==> config.mk <==
export PLATFORM = sky130hd
export DESIGN_NAME = stdq_cell
export DESIGN_NICKNAME = d
export VERILOG_FILES = /design/src/design/stdq_pkg.sv /design/src/design/stdq_cell.sv
export SDC_FILE = /design/constraint.sdc
export NUM_CORES = 1
export LEC_CHECK = 0
export ABC_AREA = 1
export BUFFER_PORTS_ARGS = -buffer_cell sky130_fd_sc_hd__buf_4
export CORE_MARGIN = 2
export CORE_UTILIZATION = 29
export CTS_BUF_LIST = sky130_fd_sc_hd__clkbuf_4 sky130_fd_sc_hd__clkbuf_8
export CTS_CLUSTER_DIAMETER = 120
export DETAILED_ROUTE_END_ITERATION = 16
export SYNTH_ARGS = -nofsm -noshare
export SYNTH_HDL_FRONTEND = slang
export SYNTH_SLANG_ARGS = --single-unit
==> constraint.sdc <==
create_clock -name clk -period 2.8 [get_ports clk]
set_input_delay 0.28 -clock clk [delete_from_list [all_inputs] [get_ports clk]]
set_output_delay 0.28 -clock clk [all_outputs]
set_load 0.02 [all_outputs]
==> src/design/stdq_pkg.sv <==
// Shared types and constants for the sorted deadline timer queue.
`default_nettype none

package stdq_pkg;

  localparam int DEPTH       = 32;
  localparam int HANDLE_BITS = 16;
  localparam int HANDLE_W    = 16;
  localparam int TIME_W      = 32;
  localparam int OCC_W       = 6;
  localparam int CNT_W       = $clog2(DEPTH + 1);

  typedef enum logic [1:0] {
    ACT_ADD    = 2'd0,
    ACT_ADJUST = 2'd1,
    ACT_DELETE = 2'd2,
    ACT_TICK   = 2'd3
  } action_t;

  typedef enum logic [1:0] {
    ST_OK       = 2'd0,
    ST_FULL     = 2'd1,
    ST_NOTFOUND = 2'd2,
    ST_DUP      = 2'd3
  } status_t;

  typedef enum logic [1:0] {
    CELL_HOLD   = 2'd0,
    CELL_INSERT = 2'd1,
    CELL_REMOVE = 2'd2,
    CELL_POP    = 2'd3
  } cell_op_t;

  typedef enum logic [2:0] {
    S_IDLE     = 3'd0,
    S_EXEC     = 3'd1,
    S_ADJ_INS  = 3'd2,
    S_TICK_CNT = 3'd3,
    S_TICK_OUT = 3'd4
  } state_t;

  typedef struct packed {
    logic                   valid;
    logic [HANDLE_BITS-1:0] handle;
    logic [TIME_W-1:0]      deadline;
  } entry_t;

  typedef struct packed {
    cell_op_t               op;
    logic [HANDLE_BITS-1:0] handle;
    logic [TIME_W-1:0]      key;
  } cell_cmd_t;

endpackage

`default_nettype wire

==> src/design/stdq_cell.sv <==
// One slot of the sorted timer chain, shifting entries to and from its neighbors.
`default_nettype none

module stdq_cell
  import stdq_pkg::*;
(
  input  wire logic      clk,
  input  wire logic      rst,
  input  wire cell_cmd_t cmd,
  input  wire entry_t    prev_entry,
  input  wire logic      prev_after,
  input  wire entry_t    next_entry,
  input  wire logic      remove_here,
  output entry_t         entry,
  output logic           after,
  output logic           match
);

  entry_t entry_next;

  // A slot lies after the insertion point when it is empty or its deadline is later.
  assign after = !(entry.valid && (entry.deadline <= cmd.key));
  assign match = entry.valid && (entry.handle == cmd.handle);

  always_comb begin
    entry_next = entry;
    case (cmd.op)
      CELL_INSERT: begin
        if (after) begin
          if (prev_after) begin
            entry_next = prev_entry;
          end else begin
            entry_next.valid    = 1'b1;
            entry_next.handle   = cmd.handle;
            entry_next.deadline = cmd.key;
          end
        end
      end
      CELL_REMOVE: begin
        if (remove_here) begin
          entry_next = next_entry;
        end
      end
      CELL_POP: begin
        entry_next = next_entry;
      end
      default: begin
        entry_next = entry;
      end
    endcase
  end

  always_ff @(posedge clk) begin
    if (rst) begin
      entry.valid <= 1'b0;
    end else begin
      entry <= entry_next;
    end
  end

endmodule

`default_nettype wire

==> run summary <==
The post-synthesis area per instance was 7.79 sq um; the flip-flop and latch count after synthesis was 49. Routability-driven placement finished with a final weighted congestion of 0.783. After routing, the total negative slack on setup checks comes to 0 ns. The standard cell area after detailed placement was 5270 sq um; the transition time at the pin with the least slew margin was 0.588 ns. In this run the register-to-register setup slack is 0.55 ns. The number of stages on the worst hold path is 2, and the number of max-slew violations in the final report is 0.

The run gives 0 as the initial antenna violation count. In the synthesized netlist the async set-or-reset flop fraction comes to 0%. The area growth from synthesis to layout is 49.4%.

The number of enable-type register cells in the synthesized netlist came out at 48. Pin placement for this block handled 203 I/O pins. The worst setup path is captured at a register. The number of buffers created by CTS is 5. The worst slew slack as a fraction of its limit was 60.8%.

For this run, the number of Yosys warnings is 0. The tools report the maximum clock insertion buffer count as 2. The H-tree was split into 2 levels. The count of input and output buffers works out to 202. The register with the most flip-flops in the layout has 49 of them.

The worst setup path is launched from a register. The floorplan step defined a die boundary enclosing 13300 sq um. Count of cells along the worst register-to-register path: 14. For the pin count of the biggest net entering global routing, the log shows 53. The clock-pin slew of the registers on the worst-case setup and hold paths is 0.09 ns, and the clock period minus final worst setup slack is 2.25 ns. After synthesis, the cell types taking the most area are edfxtp_1 40%, a21oi_1 14%, ha_1 11%. STA puts the critical path data arrival time at 2.23 ns. Across every metal layer, demand over resource in global routing totals 17.0%. Setup repair after global routing left no endpoint under its margin. The repair_antennas step left the layout with diodes totalling 0. Origin of the worst min-delay path: next_entry[45]. TritonCTS built the clock tree.

Detailed routing inserted a total of 3757 vias. With fillers left out, the area of the finished cells amounts to 5370 sq um. The share of synthesized area in the top cell type comes to 40.1%. Of the synthesized area, sequential elements account for 40.7%. The post-cts repair resize count is 0. The tools report the reg-to-reg critical path startpoint as entry[11]. The later pin in the worst-skew pair is clocked with a latency of 0.30 ns. Wires add up to 11.5 mm. The area of the core region is 12100 sq um, and the synthesized netlist cell count is 461. For the cell area after synthesis, the log shows 3590 sq um. The number of setup violations in the final report was 0; the buffers inserted during post-CTS setup optimization was 0.

On the final layout, the worst clock skew is 0.00981 ns. For the worst setup path, the data required time is 2.78 ns. After detailed routing, the number of vias per cell comes to 4.57. The register bank with the most flops is entry. The power density over the cells came out at 375 nW/um^2.

For this run, the post-layout net count is 837. The run finished with clean final reports. For the fmax, the log shows 445 MHz. Leaving out fill and tap cells, the most frequent cell in the layout is buf_4. The worst supply voltage drop on vdd came out at 0.216 mV.

Leading area contributor after synthesis: edfxtp_1. After the first detailed-routing iteration, the DRC count stood at 149. The final clock period utilization by the worst path is 80.3%. Clock tree synthesis selected as its root buffer the cell clkbuf_8. On the final layout, the worst hold slack is 0.246 ns. The top cell types in the final layout, fill and taps aside, are 205 x buf_4, 101 x nand2_1, 101 x a21oi_1, 55 x nor2_1, 50 x inv_1.

For this run, the share of the core covered by cells in the final layout is 44.5%. For this design the static power due to leakage is 0.00263 uW. Once detail routing completed, the nets flagged for antenna violations numbered 0.

Once detailed placement completed, the half-perimeter wirelength came to 8.97 mm. After floorplanning, the core was divided into 40 placement rows. The quantity of hold-fixing buffers added after cts was 0; the net count after synthesis was 645. The first global-routing pass estimated 17.8 mm of wire. The tools report the via count of the first global-routing pass as 3761. The tool flagged a number of max-cap violations equal to 0.

The total overflow left after global routing is 0. The path with the worst hold slack has its endpoint at entry[45]. The largest registers in the layout are entry x49.

Commonest register cell after synthesis: edfxtp_1. The layout cell share with drive strength beyond 1 came out at 35.5%. The kind of path behind the tightest hold check is input pin to register. The overall die width was 115 um; the hold violation total from the final report was 0. The first TritonRoute pass finished after 4 iterations. The logs give 34 for the number of distinct standard cells referenced by the synthesized netlist and 29.8% for the starting density of the core. The worst setup path is of the register to register kind. Capturing point of the worst reg2reg path: entry[1].

The average detailed-routed wire length per instance is 14.0 um. In this run the vertical extent of the chip is 115 um. The TritonCTS sink count is 49, and the maximum fanout encountered on the critical timing path is 48.

For this run, design rule violations remaining after detail routing come to 0.
-- through the flow --
step / worst slack [ns] / total power [uW] / std cells
final: 0.551 / 2010 / 822
after global routing: 0.341 / 2140 / 822
after CTS: 0.512 / 2040 / 822
after detailed placement: 0.523 / 1580 / 814
after global placement: 0.578 / 1560 / 814
after floorplan: 0.187 / 1240 / 461
-- kinds of logic after synthesis --
group	after synthesis	share of synthesized area, %
XOR/XNOR	5	1.22
buffers and inverters	75	8.46
AND/OR/NAND/NOR	177	20.0
flip-flops	49	40.7
AO/OA/AOI/OAI	123	18.5
adder cells (fa/ha/maj)	32	11.1
-- cell type report --
| cell class | instances | area, sq um |
|---|---|---|
| fillers | 1227 | 6700 |
| multi-input cells | 337 | 1830 |
| repair buffers | 206 | 1560 |
| flip-flops and latches | 49 | 1460 |
| well taps | 168 | 210 |
| inverters | 54 | 205 |
| clock buffers | 8 | 97.6 |
-- critical path: stages (launching register included) --
cell,delay [ns]
edfxtp_1,0.42
ha_1,0.33
nand2_1,0.05
nor2_1,0.12
nand2_1,0.09
inv_1,0.06
nand2_1,0.05
nand2_1,0.08
nand2_1,0.05
nand2_1,0.06
nand2_2,0.06
nand3_2,0.07
nand2_1,0.09
nor2_4,0.11
buf_12,0.28
-- cell usage after synthesis, types with 2 or more instances --
cell / n
buf_2: 7
o21ai_0: 4
nor2_2: 6
buf_1: 3
a21oi_2: 2
o211ai_1: 5
nand2_1: 101
clkbuf_1: 9
nand2_2: 2
or2_1: 2
edfxtp_1: 48
inv_2: 3
o21a_1: 2
ha_1: 32
nand3_1: 4
nand3_2: 2
xor2_1: 4
nand4_1: 2
a21oi_1: 101
or2_2: 2
a21o_1: 2
a221oi_1: 3
inv_1: 50
nor2_1: 55
-- per-layer routing --
metal	wire [um]	part of all wire (%)	GRT usage, %
met1	4750	41	19.7
met3	811	7.1	4.06
met5	0	0	0
met4	240	2.1	4.82
met2	5680	49	31.1
-- where the power goes --
group	internal [uW]	total [uW]	leakage, uW	switching [uW]
Sequential	874	906	0.000460	32.1
Clock	222	457	0.0000523	236
Combinational	313	647	0.00212	334
Total	1410	2010	0.00263	602
-- worst max path at each step --
| stage | from | end |
|---|---|---|
| floorplan | entry[23] | entry[0] |
| global placement | cmd[15] | entry[5] |
| detailed placement | entry[11] | entry[34] |
| CTS | entry[11] | entry[1] |
| global route | entry[15] | entry[1] |
| finish | entry[11] | entry[1] |
Note: power is estimated with default switching activity, not from simulation.
